==> src/sv/dnd_pkg.sv <==
package dnd_pkg;

	localparam int POS_W  = 9;
	localparam int BYTE_W = 8;

	// command codes handed from the front end to the walker
	localparam logic [1:0] OP_NOP    = 2'd0;
	localparam logic [1:0] OP_WRITE  = 2'd1;
	localparam logic [1:0] OP_DECODE = 2'd2;

	// result status codes
	localparam logic [1:0] STAT_OK       = 2'd0;
	localparam logic [1:0] STAT_TOO_LONG = 2'd1;
	localparam logic [1:0] STAT_JUMPS    = 2'd2;
	localparam logic [1:0] STAT_RANGE    = 2'd3;

	localparam logic [7:0] PTR_MARK = 8'd192;
	localparam logic [7:0] DOT_CHAR = 8'h2E;

	localparam int QDEPTH = 4;
	localparam int QPTR_W = 2;

	typedef struct packed {
		logic [1:0]        op;
		logic [POS_W-1:0]  pos;
		logic [BYTE_W-1:0] data;
	} cmd_t;

	typedef struct packed {
		logic [1:0]  status;
		logic [8:0]  consumed;
		logic        last;
		logic [3:0]  count;
		logic [63:0] chars;
	} res_t;

endpackage

==> src/sv/dnd_front.sv <==
module dnd_front #(
	parameter int PKT_DEPTH = 512
) (
	input  logic                 clk,
	input  logic                 arst_n,
	input  logic                 in_valid,
	output logic                 in_ready,
	input  logic                 in_func,
	input  logic [8:0]           in_pos,
	input  logic [7:0]           in_byte,
	output logic                 cmd_valid,
	input  logic                 cmd_ready,
	output dnd_pkg::cmd_t        cmd
);
	import dnd_pkg::*;

	logic front_valid_q;
	cmd_t cmd_q;
	logic in_range;

	assign in_range  = 32'(in_pos) < PKT_DEPTH;
	assign in_ready  = !front_valid_q || cmd_ready;
	assign cmd_valid = front_valid_q;
	assign cmd       = cmd_q;

	always_ff @(posedge clk or negedge arst_n) begin
		if (!arst_n) begin
			front_valid_q <= 1'b0;
		end else if (in_valid && in_ready) begin
			front_valid_q <= 1'b1;
		end else if (cmd_ready) begin
			front_valid_q <= 1'b0;
		end
	end

	// writes past the store are dropped here
	always_ff @(posedge clk) begin
		if (in_valid && in_ready) begin
			if (in_func)
				cmd_q.op <= OP_DECODE;
			else if (in_range)
				cmd_q.op <= OP_WRITE;
			else
				cmd_q.op <= OP_NOP;
			cmd_q.pos  <= in_pos;
			cmd_q.data <= in_byte;
		end
	end

endmodule

==> config.mk <==
export PLATFORM = sky130hd
export DESIGN_NAME = dnd_front
export DESIGN_NICKNAME = d
export VERILOG_FILES = /design/src/sv/dnd_pkg.sv /design/src/sv/dnd_front.sv
export SDC_FILE = /design/constraint.sdc
export NUM_CORES = 1
export LEC_CHECK = 0
export BUFFER_PORTS_ARGS = -buffer_cell sky130_fd_sc_hd__buf_2
export CELL_PAD_IN_SITES_DETAIL_PLACEMENT = 1
export CELL_PAD_IN_SITES_GLOBAL_PLACEMENT = 2
export CORE_ASPECT_RATIO = 1.75
export CORE_MARGIN = 1.5
export CORE_UTILIZATION = 27
export CTS_CLUSTER_SIZE = 24
export DETAILED_ROUTE_END_ITERATION = 8
export GPL_TIMING_DRIVEN = 0
export PLACE_DENSITY = 0.81
export SYNTH_ARGS = -nofsm -noshare
export SYNTH_HDL_FRONTEND = slang
export SYNTH_SLANG_ARGS = --single-unit
==> constraint.sdc <==
create_clock -name clk -period 1.6 [get_ports clk]
set_input_delay 0.16 -clock clk [delete_from_list [all_inputs] [get_ports clk]]
set_output_delay 0.16 -clock clk [all_outputs]
set_load 0.02 [all_outputs]
# ---- After elaboration in Yosys (flattened, before gate mapping)
# Cells that the tools add are included.
dict set report word_totals {
  ff_bits 20
  out_inout_bits 21
  wordCells 11
}
dict set report op_classes {
  mux 3
  n_reduce_logical 4
}
# operator n
set ops {}
lappend ops {{two-way mux 1 bit} 2}
lappend ops {{two-way mux 2 bit} 1}
lappend ops {{nonzero test 2 bit} 1}
lappend ops {{logical AND 1 bit} 1}
lappend ops {{logical NOT 1 bit} 1}
lappend ops {{logical OR 1 bit} 1}

# ---- Logic depth before layout (Yosys ltp)
dict set report logic_depth {
  word_depth 4
  depth_mapped 2
}

# ---- Least setup slack after synthesis
# OpenSTA, ideal clock, no wires.
dict set report synth_timing {
  kind {flip-flop to flip-flop}
  from {reg front_valid_q (netlist: cmd_valid)}
  to {reg cmd_q, in the netlist cmd[0], enable pin}
  setup_ps 318
  arrival_time_ps 871
  required_ps 1282
  path_slack_ps 412
  stages_incl_launch_ff 3
  cell_sequence {dfrtp_1 > nand2b_4 > and2_4}
}
dict set report synth_via {
  elab_chain_cells 3
}
# element line_no
set synth_lines {}
lappend synth_lines {{start: declaration} dnd_front.sv:17} ;# logic front_valid_q;
lappend synth_lines {{start signal: assignment} dnd_front.sv:28} ;# front_valid_q <= 1'b0;
lappend synth_lines {{start signal: assignment} dnd_front.sv:30} ;# front_valid_q <= 1'b1;
lappend synth_lines {{start signal: assignment} dnd_front.sv:32} ;# front_valid_q <= 1'b0;
lappend synth_lines {{logical NOT 1 bit} dnd_front.sv:22} ;# assign in_ready = !front_valid_q || cmd_ready;
lappend synth_lines {{logical OR 1 bit} dnd_front.sv:22}
lappend synth_lines {{net in_ready} dnd_front.sv:7} ;# output logic in_ready,
lappend synth_lines {{logical AND 1 bit} dnd_front.sv:38} ;# if (in_valid && in_ready) begin
lappend synth_lines {{end: declaration} dnd_front.sv:18} ;# cmd_t cmd_q;
# The timed path passes the listed nets, and every way through them passes these cells.
# A chain may end at the register's enable or synchronous reset.

# ---- Worst setup path after layout
dict set report layout_timing {
  from {reg front_valid_q (netlist: cmd_valid)}
  to {reg cmd_q, in the netlist cmd[15], enable pin}
}
dict set report layout_via {
  elab_chain_cells 3
}
# element line_no
set layout_lines {}
lappend layout_lines {{logical NOT 1 bit} dnd_front.sv:22}
lappend layout_lines {{logical OR 1 bit} dnd_front.sv:22}
lappend layout_lines {{logical AND 1 bit} dnd_front.sv:38}
# Every way passes these cells.

==> results.ini <==
[critical_path]
ff2ff_setup_slack_ns = 0.49
worstSetupPathType = register to register
reg2reg_from = cmd_valid$_DFFE_PN0P_
startpoint_type = register
crit_path_max_fanout = 19
worst-endpoint-required_ns = 1.54
r2r_end = cmd[15]$_DFFE_PP_
cp.arrival_ns = 1.04
r2r_cells = 2
critPathLaunch = cmd_valid$_DFFE_PN0P_
crit_path_end_kind = register

[floorplanning]
initial_core_util = 0.280
pin_count = 43
rows = 23
fp.dieW_um = 39.5
die_h_um = 66.8
die-area_mm2 = 0.00264
coreArea_mm2 = 0.00224

[route]
routed_wl_mm = 1.28
dr.pass1.iters = 2
met2_length_um = 573
topRoutingLayerUsed = met3
wl_per_cell_um = 13.3
num_vias = 403
ant_nets = 0
via_per_inst = 4.20
drt_iter0_drc = 10
drc = 0
wl_met3_um = 271
wl_met1_um = 433

[sta]
finalSetupViolCount = 0
finalCriticalPeriod_ns = 1.11
max_slew_margin = 0.830
final.period_utilization = 0.691
max_freq_ghz = 0.904
rsz0062_at_grt = no
worst_pin_slew_ns = 0.254
maxSlewViolCount = 0
worst_slack_ns = 0.494
skew_ns = 0.00462
final.setup.tns_ns = 0
finalHoldViolCount = 0

[cts]
cts_resized = 0
cts_setup_buffers = 0
clkSinkCount = 20
clock_latency_ns = 0.25
clockBufferDepth = 2
cts_tree = built
cts.reportedPaths.clkPinSlew_ns = 0.07
cts_max_level = 1
tritoncts.num_buffers = 3
clock_tree.root_cell = clkbuf_8

[logic_synthesis]
yosysSeqAreaShare = 0.948
syn_avg_cell_area_um2 = 26.2
ys_ff_latch = 20
syn_nets = 46
synth_cells = 24
ys.warnings.count = 0
syn_area_um2 = 628
ys_types = 6

[finish]
drive_above_1_share = 0.662
finalInstanceArea_um2 = 925
nNetsFinal = 94
diodes = 0
nFillCells = 245
synthToLayoutAreaGrowth_pct = 47.2

[power]
ir_drop_mv = 0.480
p_leak_uw = 0.000404
total_power_uw = 1050
power.density_mw_per_mm2 = 1140

[outcome]
status = completed

[hold_path]
min_from = in_pos[2]
worstHoldEndpoint = cmd[10]$_DFFE_PP_
hold_depth = 1
hold_class = primary input to register

[global_routing]
grt_start_max_net_pins = 20
grtUsageTotal = 0.106
grt.overflow.total = 0
antenna_found_initial = 0
grt_pass1_wl_mm = 1.88
grt_pass1_vias = 436

[flow_run]
drv_cap = 0

[placed_design]
place_area_um2 = 870
gp_congestion = 0.659
portBuffers = 42
pre_cts_ws_ns = 0.494

-- repair_timing --
item                       in CTS  in global routing
hold buffers                    1                  0
hold endpoints to repair        1                  0
setup endpoints to repair       0                  0
-- worst max-delay path, stage by stage, from the launching register on --
cell	delay, ns
dfrtp_1	0.41
nand2b_4	0.08
and2_4	0.30
-- flip-flops by register name, indices dropped and copies added (netlist names) --
register and flops:
cmd_valid 1, cmd 19
-- cells in the mapped netlist --
master / instances / area [um^2]
edfxtp_1: 19 / 571
dfrtp_1: 1 / 25.0
inv_1: 1 / 3.75
and2_4: 1 / 8.76
nand2b_4: 1 / 13.8
nand2b_1: 1 / 6.26
-- layout make-up --
| class | count | area [um^2] | share of cell area |
|---|---|---|---|
| sequential | 20 | 596 | 0.644 |
| timing repair buffer | 43 | 220 | 0.238 |
| clock buffer | 3 | 41.3 | 0.0447 |
| tap | 25 | 31.3 | 0.0338 |
| multi-input combinational | 3 | 28.8 | 0.0311 |
| clock inverter | 1 | 3.75 | 0.00406 |
| inverter | 1 | 3.75 | 0.00406 |
-- logic make-up after synthesis --
group	Yosys count	share of synthesized area
buf+inv	1	0.00597
flops	20	0.948
simple gates	3	0.0458
-- where the power goes --
part	switching [uW]	total, uW	leakage [uW]	internal (uW)
clock	152	322	0.0000231	170
sequential	7.63	615	0.000192	608
combinational	68.4	112	0.000190	43.7
-- worst max-delay path by stage --
stage | endpoint | slack, ns | cells after the start
floorplan | cmd[0]$_DFFE_PP_ | 0.41 | 2
global placement | cmd[14]$_DFFE_PP_ | 0.52 | 2
detailed placement | cmd[5]$_DFFE_PP_ | 0.49 | 2
CTS | cmd[3]$_DFFE_PP_ | 0.48 | 2
global route | cmd[15]$_DFFE_PP_ | 0.45 | 2
finish | cmd[15]$_DFFE_PP_ | 0.49 | 2
-- metrics by stage --
stage,std cells,util,hold slack (ns)
floorplan,24,-,-0.136
global placement,91,0.387,-0.0644
detailed placement,91,0.387,-0.0629
CTS,96,0.412,0.0749
global route,96,0.412,0.0747
finish,96,0.412,0.0787
-- metal layers --
layer,vias to the layer above,GRT usage
li1,183,-
met1,177,0.112
met2,43,0.160
met3,0,0.0633
met4,0,0.0517
met5,-,0
-- cell usage in the layout (no fill, tap or decap) --
master / Yosys / layout
buf_2: 0 / 42
edfxtp_1: 19 / 19
clkbuf_8: 0 / 3
nand2b_4: 1 / 1
and2_4: 1 / 1
inv_1: 1 / 1
nand2b_1: 1 / 1
clkinv_1: 0 / 1
dfrtp_1: 1 / 1
dlygate4sd3_1: 0 / 1
No activity file was read; power rests on OpenSTA's default activity.
