<file path="config.mk">
export PLATFORM = sky130hd
export DESIGN_NAME = dnd_fifo
export DESIGN_NICKNAME = d
export VERILOG_FILES = /design/src/sv/dnd_pkg.sv /design/src/sv/dnd_fifo.sv
export SDC_FILE = /design/constraint.sdc
export NUM_CORES = 1
export LEC_CHECK = 0
export BUFFER_PORTS_ARGS = -buffer_cell sky130_fd_sc_hd__buf_4
export CAP_MARGIN = 40
export CORE_MARGIN = 2
export CORE_UTILIZATION = 48
export DETAILED_ROUTE_END_ITERATION = 8
export PLACE_DENSITY = 0.79
export SLEW_MARGIN = 20
export SYNTH_ARGS = -nofsm -noshare
export SYNTH_HDL_FRONTEND = slang
export SYNTH_SLANG_ARGS = --single-unit
</file>
<file path="constraint.sdc">
create_clock -name clk -period 4.2 [get_ports clk]
set_input_delay 0.84 -clock clk [delete_from_list [all_inputs] [get_ports clk]]
set_output_delay 0.84 -clock clk [all_outputs]
set_load 0.05 [all_outputs]
</file>
<file path="src/sv/dnd_pkg.sv">
package dnd_pkg;

	localparam int POS_W  = 9;
	localparam int BYTE_W = 8;

	// command codes handed from the front end to the walker
	localparam logic [1:0] OP_NOP    = 2'd0;
	localparam logic [1:0] OP_WRITE  = 2'd1;
	localparam logic [1:0] OP_DECODE = 2'd2;

	// result status codes
	localparam logic [1:0] STAT_OK       = 2'd0;
	localparam logic [1:0] STAT_TOO_LONG = 2'd1;
	localparam logic [1:0] STAT_JUMPS    = 2'd2;
	localparam logic [1:0] STAT_RANGE    = 2'd3;

	localparam logic [7:0] PTR_MARK = 8'd192;
	localparam logic [7:0] DOT_CHAR = 8'h2E;

	localparam int QDEPTH = 4;
	localparam int QPTR_W = 2;

	typedef struct packed {
		logic [1:0]        op;
		logic [POS_W-1:0]  pos;
		logic [BYTE_W-1:0] data;
	} cmd_t;

	typedef struct packed {
		logic [1:0]  status;
		logic [8:0]  consumed;
		logic        last;
		logic [3:0]  count;
		logic [63:0] chars;
	} res_t;

endpackage

</file>
<file path="src/sv/dnd_fifo.sv">
module dnd_fifo (
	input  logic          clk,
	input  logic          arst_n,
	input  logic          push,
	output logic          push_ready,
	input  dnd_pkg::cmd_t push_cmd,
	output logic          pop_valid,
	input  logic          pop,
	output dnd_pkg::cmd_t pop_cmd
);
	import dnd_pkg::*;

	cmd_t              slots_q [QDEPTH];
	logic [QPTR_W-1:0] wr_ptr_q;
	logic [QPTR_W-1:0] rd_ptr_q;
	logic [QPTR_W:0]   count_q;
	logic              do_push;
	logic              do_pop;

	assign push_ready = count_q != (QPTR_W+1)'(QDEPTH);
	assign pop_valid  = count_q != '0;
	assign pop_cmd    = slots_q[rd_ptr_q];
	assign do_push    = push && push_ready;
	assign do_pop     = pop && pop_valid;

	always_ff @(posedge clk or negedge arst_n) begin
		if (!arst_n) begin
			wr_ptr_q <= '0;
			rd_ptr_q <= '0;
			count_q  <= '0;
		end else begin
			if (do_push)
				wr_ptr_q <= wr_ptr_q + 1'b1;
			if (do_pop)
				rd_ptr_q <= rd_ptr_q + 1'b1;
			if (do_push && !do_pop)
				count_q <= count_q + 1'b1;
			else if (do_pop && !do_push)
				count_q <= count_q - 1'b1;
		end
	end

	always_ff @(posedge clk) begin
		if (do_push)
			slots_q[wr_ptr_q] <= push_cmd;
	end

endmodule

</file>
After elaboration in Yosys (flattened, before gate mapping) --
Memory sizes are Yosys's and may differ from the RTL's. Index checks and enable logic that the tools add are counted.
Storage, ports and cells: memories 1, flip-flop bits (word level) 7, bits in writable memories 76, output and inout bits 21
Operators by class: reduce and logical (&&, ||, !) cells 8, eq/ne operators 1, muxes and demuxes 4, $add $sub $neg 4
Memory list:
- slots_q | words 4, bits a word 19, read ports 1, clocked after memory_dff 0, wr ports 1, RTL line dnd_fifo.sv:13 | cmd_t slots_q [QDEPTH];
Operators with widths (number):
- two-way mux 3 bit | 2
- adder 2 x 1 -> 2 bit, second input constant | 2
- logical AND 1 bit | 4
- adder 3 x 1 -> 3 bit, second input constant | 1
- != test 3 bit, second input constant | 1
- nonzero test 3 bit | 1
- subtractor 3 x 1 -> 3 bit, second input constant | 1
- logical NOT 1 bit | 2
- two-way mux 1 bit | 2
- nonzero test 2 bit | 1

Depth between registers and ports, before layout --
word-level depth 6, gate-level depth with buffers 8

Worst setup path after synthesis --
OpenSTA, ideal clock, no wires.
path kind input-to-reg, from input push, to register count_q[2], arrival time 2.108 ns, library setup time 0.079 ns, buffers on the path 0, setup slack 2.013 ns, data required time 4.121 ns, stages 7, cell sequence a21boi_2 -> ha_1 -> inv_1 -> fa_1 -> xor2_1 -> nor2_1 -> xor2_1
Between the ends: cells in the longest elaborated chain, start to end 4, elaborated cells on any way between the ends 6, those cells by class mux: 1; reduce/logical: 5
Ends and longest elaborated chain:
- start: declaration | RTL line dnd_fifo.sv:4 | input logic push,
- logical AND 1 bit (*) | RTL line dnd_fifo.sv:23 | assign do_push = push && push_ready;
- logical NOT 1 bit | RTL line dnd_fifo.sv:38 | else if (do_pop && !do_push)
- logical AND 1 bit | RTL line dnd_fifo.sv:38
- nonzero test 2 bit (no line)
- end signal: assignment | RTL line dnd_fifo.sv:37 | count_q <= count_q + 1'b1;
- end signal: assignment | RTL line dnd_fifo.sv:39 | count_q <= count_q - 1'b1;
- end: declaration | RTL line dnd_fifo.sv:16 | logic [QPTR_W:0] count_q;
Mark *: on every way between the ends. The rest lies on a longest branch, timed or not. A chain may end at the register's enable or synchronous reset.

==> metrics.md <==
| Metric | Value |
|---|---|
| Unrepaired setup endpoints after global routing | no |
| Area of the multi-input gates | about 660 µm² |
| Setup TNS | 0 ns |
| CTS resizes | 0 |
| Yosys reg bits | 83 |
| Fill cells | 446 |
| Mapped Area | 3160 µm² |
| Run status | complete, no violations |
| Met3 usage | 6.03% |
| Sequential Area | 2460 µm² |
| Post-CTS setup buffer count | 0 |
| Largest net degree at the start of global routing | 21 |
| Period Utilization, post-route | 65.4% |
| Crit path time final | 2.75 ns |
| Slowest cell on the critical path | mux4_2 |
| Hold slack final | 0.304 ns |
| Worst slew pin tran | between 0.5 and 0.6 ns |
| Final Skew | 0.00644 ns |
| Avg Cell Area, Syn | around 24 µm² |
| Final hold vios | 0 |
| Max_cap viols | 0 |
| NumNets Final | between 200 and 250 |
| CTS tree | built |
| Clock transition at the registers of the reported paths | ~0.07 ns |
| Initial DRC Count | 52 |
| Routed Antenna Nets | 0 |
| Pwr dens | 779 nW/µm² |
| Placer Congestion | just under 0.7 |
| Worst stage delay on the critical path | 0.53 ns |
| Area Growth Syn to Fin | 20.1% |
| Clk buf depth | 2 |
| Syn Nets | roughly 160 |
| Max-slew headroom | about two thirds |
| Syn Inst Count | 134 |
| Fin. max-slew vios | 0 |
| Vias per cell | about 5.2 |
| M2 GR Usage | 27.8% |
| Port-buffer cells | between 40 and 50 |
| Total grt overflow | 0 |
| Share of layout cells above drive strength 1 | 42.9% |
| Final wirelength | 5250 µm |
| LEAKAGE | 1.35 nW |
| Root Buffer | clkbuf_8 |
| YS warnings | 0 |
| Initial Util | about 50% |
| DIE HEIGHT | 85.2 µm |
| Cell variety after synth | 19 |
| Worst path arrival time | 1.91 ns |
| Vias in the first global route | 1580 |
| Part of the Yosys area used for sequential elements | 77.7% |
| Pre-antenna DRT Iters | 4 |
| Most frequent CP cell | buf_4 |
| TritonCTS buffer count | 9 |
| Worst-Skew Late Latency | 0.33 ns |
| DRC viols | 0 |
| Startpoint types | flip-flop |
| Most Crowded Layer GR | met2 |
| Die X-Extent | 85.2 µm |
| Crit Path Max Fanout | 13 |
| Overall Global Routing Usage | 16.0% |
| Boundary pin count | 44 |
| Per-cell routed wire length | slightly below 20 µm |
| Post-DP HPWL | 3710 µm |
| Antenna diode count | 0 |
| Die area | 7250 µm² |
| Worst path top cell family by delay | buffers and inverters |
| TritonCTS Sinks | 83 |
| Row count | 29 |
| WS Path Type | flip-flop to output pin |
| Critical path, cell by cell | buf_8 -> buf_4 -> mux4_2 -> buf_4 |
| Tightest Hold Check Type | input port to asynchronous set/reset pin |
| Endpoints failing setup | 0 |
| CTS H-Tree Depth | 3 |
| Worst Setup End Kind | output pin |
| Fmax | 364 MHz |
| Area of the core | ~6300 µm² |
| Via Count | about 1400 |
| Worst path bufs/invs | 3 |
| Initial antenna violation count | 0 |
| First-pass GRT wire length | 8380 µm |
| CP required | 3.36 ns |
| Grt met1 use | 18.6% |
| VDD IR-drop max | 0.442 mV |
| CTS Hold Bufs | 0 |
-- layout make-up --
| cell class | instances | share of cell area [%] |
|---|---|---|
| repair buffers | 50 | 11.0 |
| well taps | 77 | 2.54 |
| multi-input cells | 44 | 17.4 |
| inverters | 3 | 0.297 |
| flip-flops and latches | 83 | 64.7 |
| clock inverters | 3 | 0.396 |
| clock buffers | 13 | 3.66 |
-- cells by family (layout without fill, tap and decap cells) --
family,Yosys count,after routing,synth area share (%)
fa+ha+maj,6,6,2.61
compound gates,1,1,0.356
buf+inv,7,69,1.38
flops,83,83,77.7
mux,21,21,14.5
simple gates,10,10,1.78
xor+xnor,6,6,1.66
-- Yosys cell counts --
library cell / n / area [µm²]
dfrtp_1: 7 / 175
a21boi_2: 1 / 11.3
fa_1: 1 / 20.0
mux4_2: 18 / 405
nand2_1: 2 / 7.51
buf_2: 2 / 10.0
xor2_1: 2 / 17.5
mux2_2: 1 / 11.3
xnor2_1: 4 / 35.0
buf_6: 2 / 22.5
or3_4: 1 / 11.3
ha_1: 5 / 62.6
mux4_1: 1 / 26.3
mux2_4: 1 / 15.0
nand3_1: 1 / 5.00
and2_1: 4 / 25.0
inv_1: 3 / 11.3
nor2_1: 2 / 7.51
edfxtp_1: 76 / 2280
-- path summary, 6_finish.rpt --
kind | from | endpoint | slack, ns | cells after the start
worst min register to register | count_q[2] | count_q[2] | 0.56 | 1
worst max-delay path | rd_ptr_q[0] | pop_cmd[18] | 1.45 | 4
min in group clk | count_q[2] | count_q[2] | 0.56 | 1
worst min-delay path | arst_n | wr_ptr_q[0] | 0.30 | 1
max in group asynchronous | arst_n | count_q[1] | 3.77 | 1
worst max register to register | count_q[1] | count_q[2] | 2.04 | 8
-- flip-flops by register name, indices dropped and copies added, names as in the netlist --
name and flops:
wr_ptr_q 2, count_q 3, rd_ptr_q 2, slots_q 76
-- cell usage in the layout (no fill, tap or decap), drive strengths merged --
cell	netlist	routed
nand3	1	1
edfxtp	76	76
clkinv	0	3
nand2	2	2
clkbuf	0	13
inv	3	3
ha	5	5
a21boi	1	1
buf	4	50
mux4	19	19
xor2	2	2
mux2	2	2
dfrtp	7	7
nor2	2	2
xnor2	4	4
or3	1	1
and2	4	4
fa	1	1
-- through the flow --
step | area, µm² | setup slack [ns] | util, % | total power [mW] | cells
2_1_floorplan | 3160 | 2.01 | - | 2.14 | 134
3_3_place_gp | 3560 | 1.46 | 56.0 | 2.42 | 251
3_5_place_dp | 3620 | 1.41 | 56.9 | 2.51 | 255
4_1_cts | 3770 | 1.04 | 59.4 | 2.97 | 271
5_1_grt | 3800 | 1.32 | 59.8 | 3.10 | 273
6_report | 3800 | 1.45 | 59.8 | 2.96 | 273
-- per-layer routing --
layer	share of wire (%)	vias to the layer above
met1	38	730
met5	0	-
li1	-	655
met2	56	37
met3	4.8	6
met4	0.59	0
-- power breakdown --
group | total, mW | internal (mW) | leakage (nW) | switching [mW]
combinational | 1.32 | 0.505 | 0.495 | 0.812
sequential | 1.18 | 1.10 | 0.778 | 0.0783
clock | 0.461 | 0.213 | 0.0812 | 0.248
total | 2.96 | 1.82 | 1.35 | 1.14
Note: power is estimated with default switching activity, not from simulation.
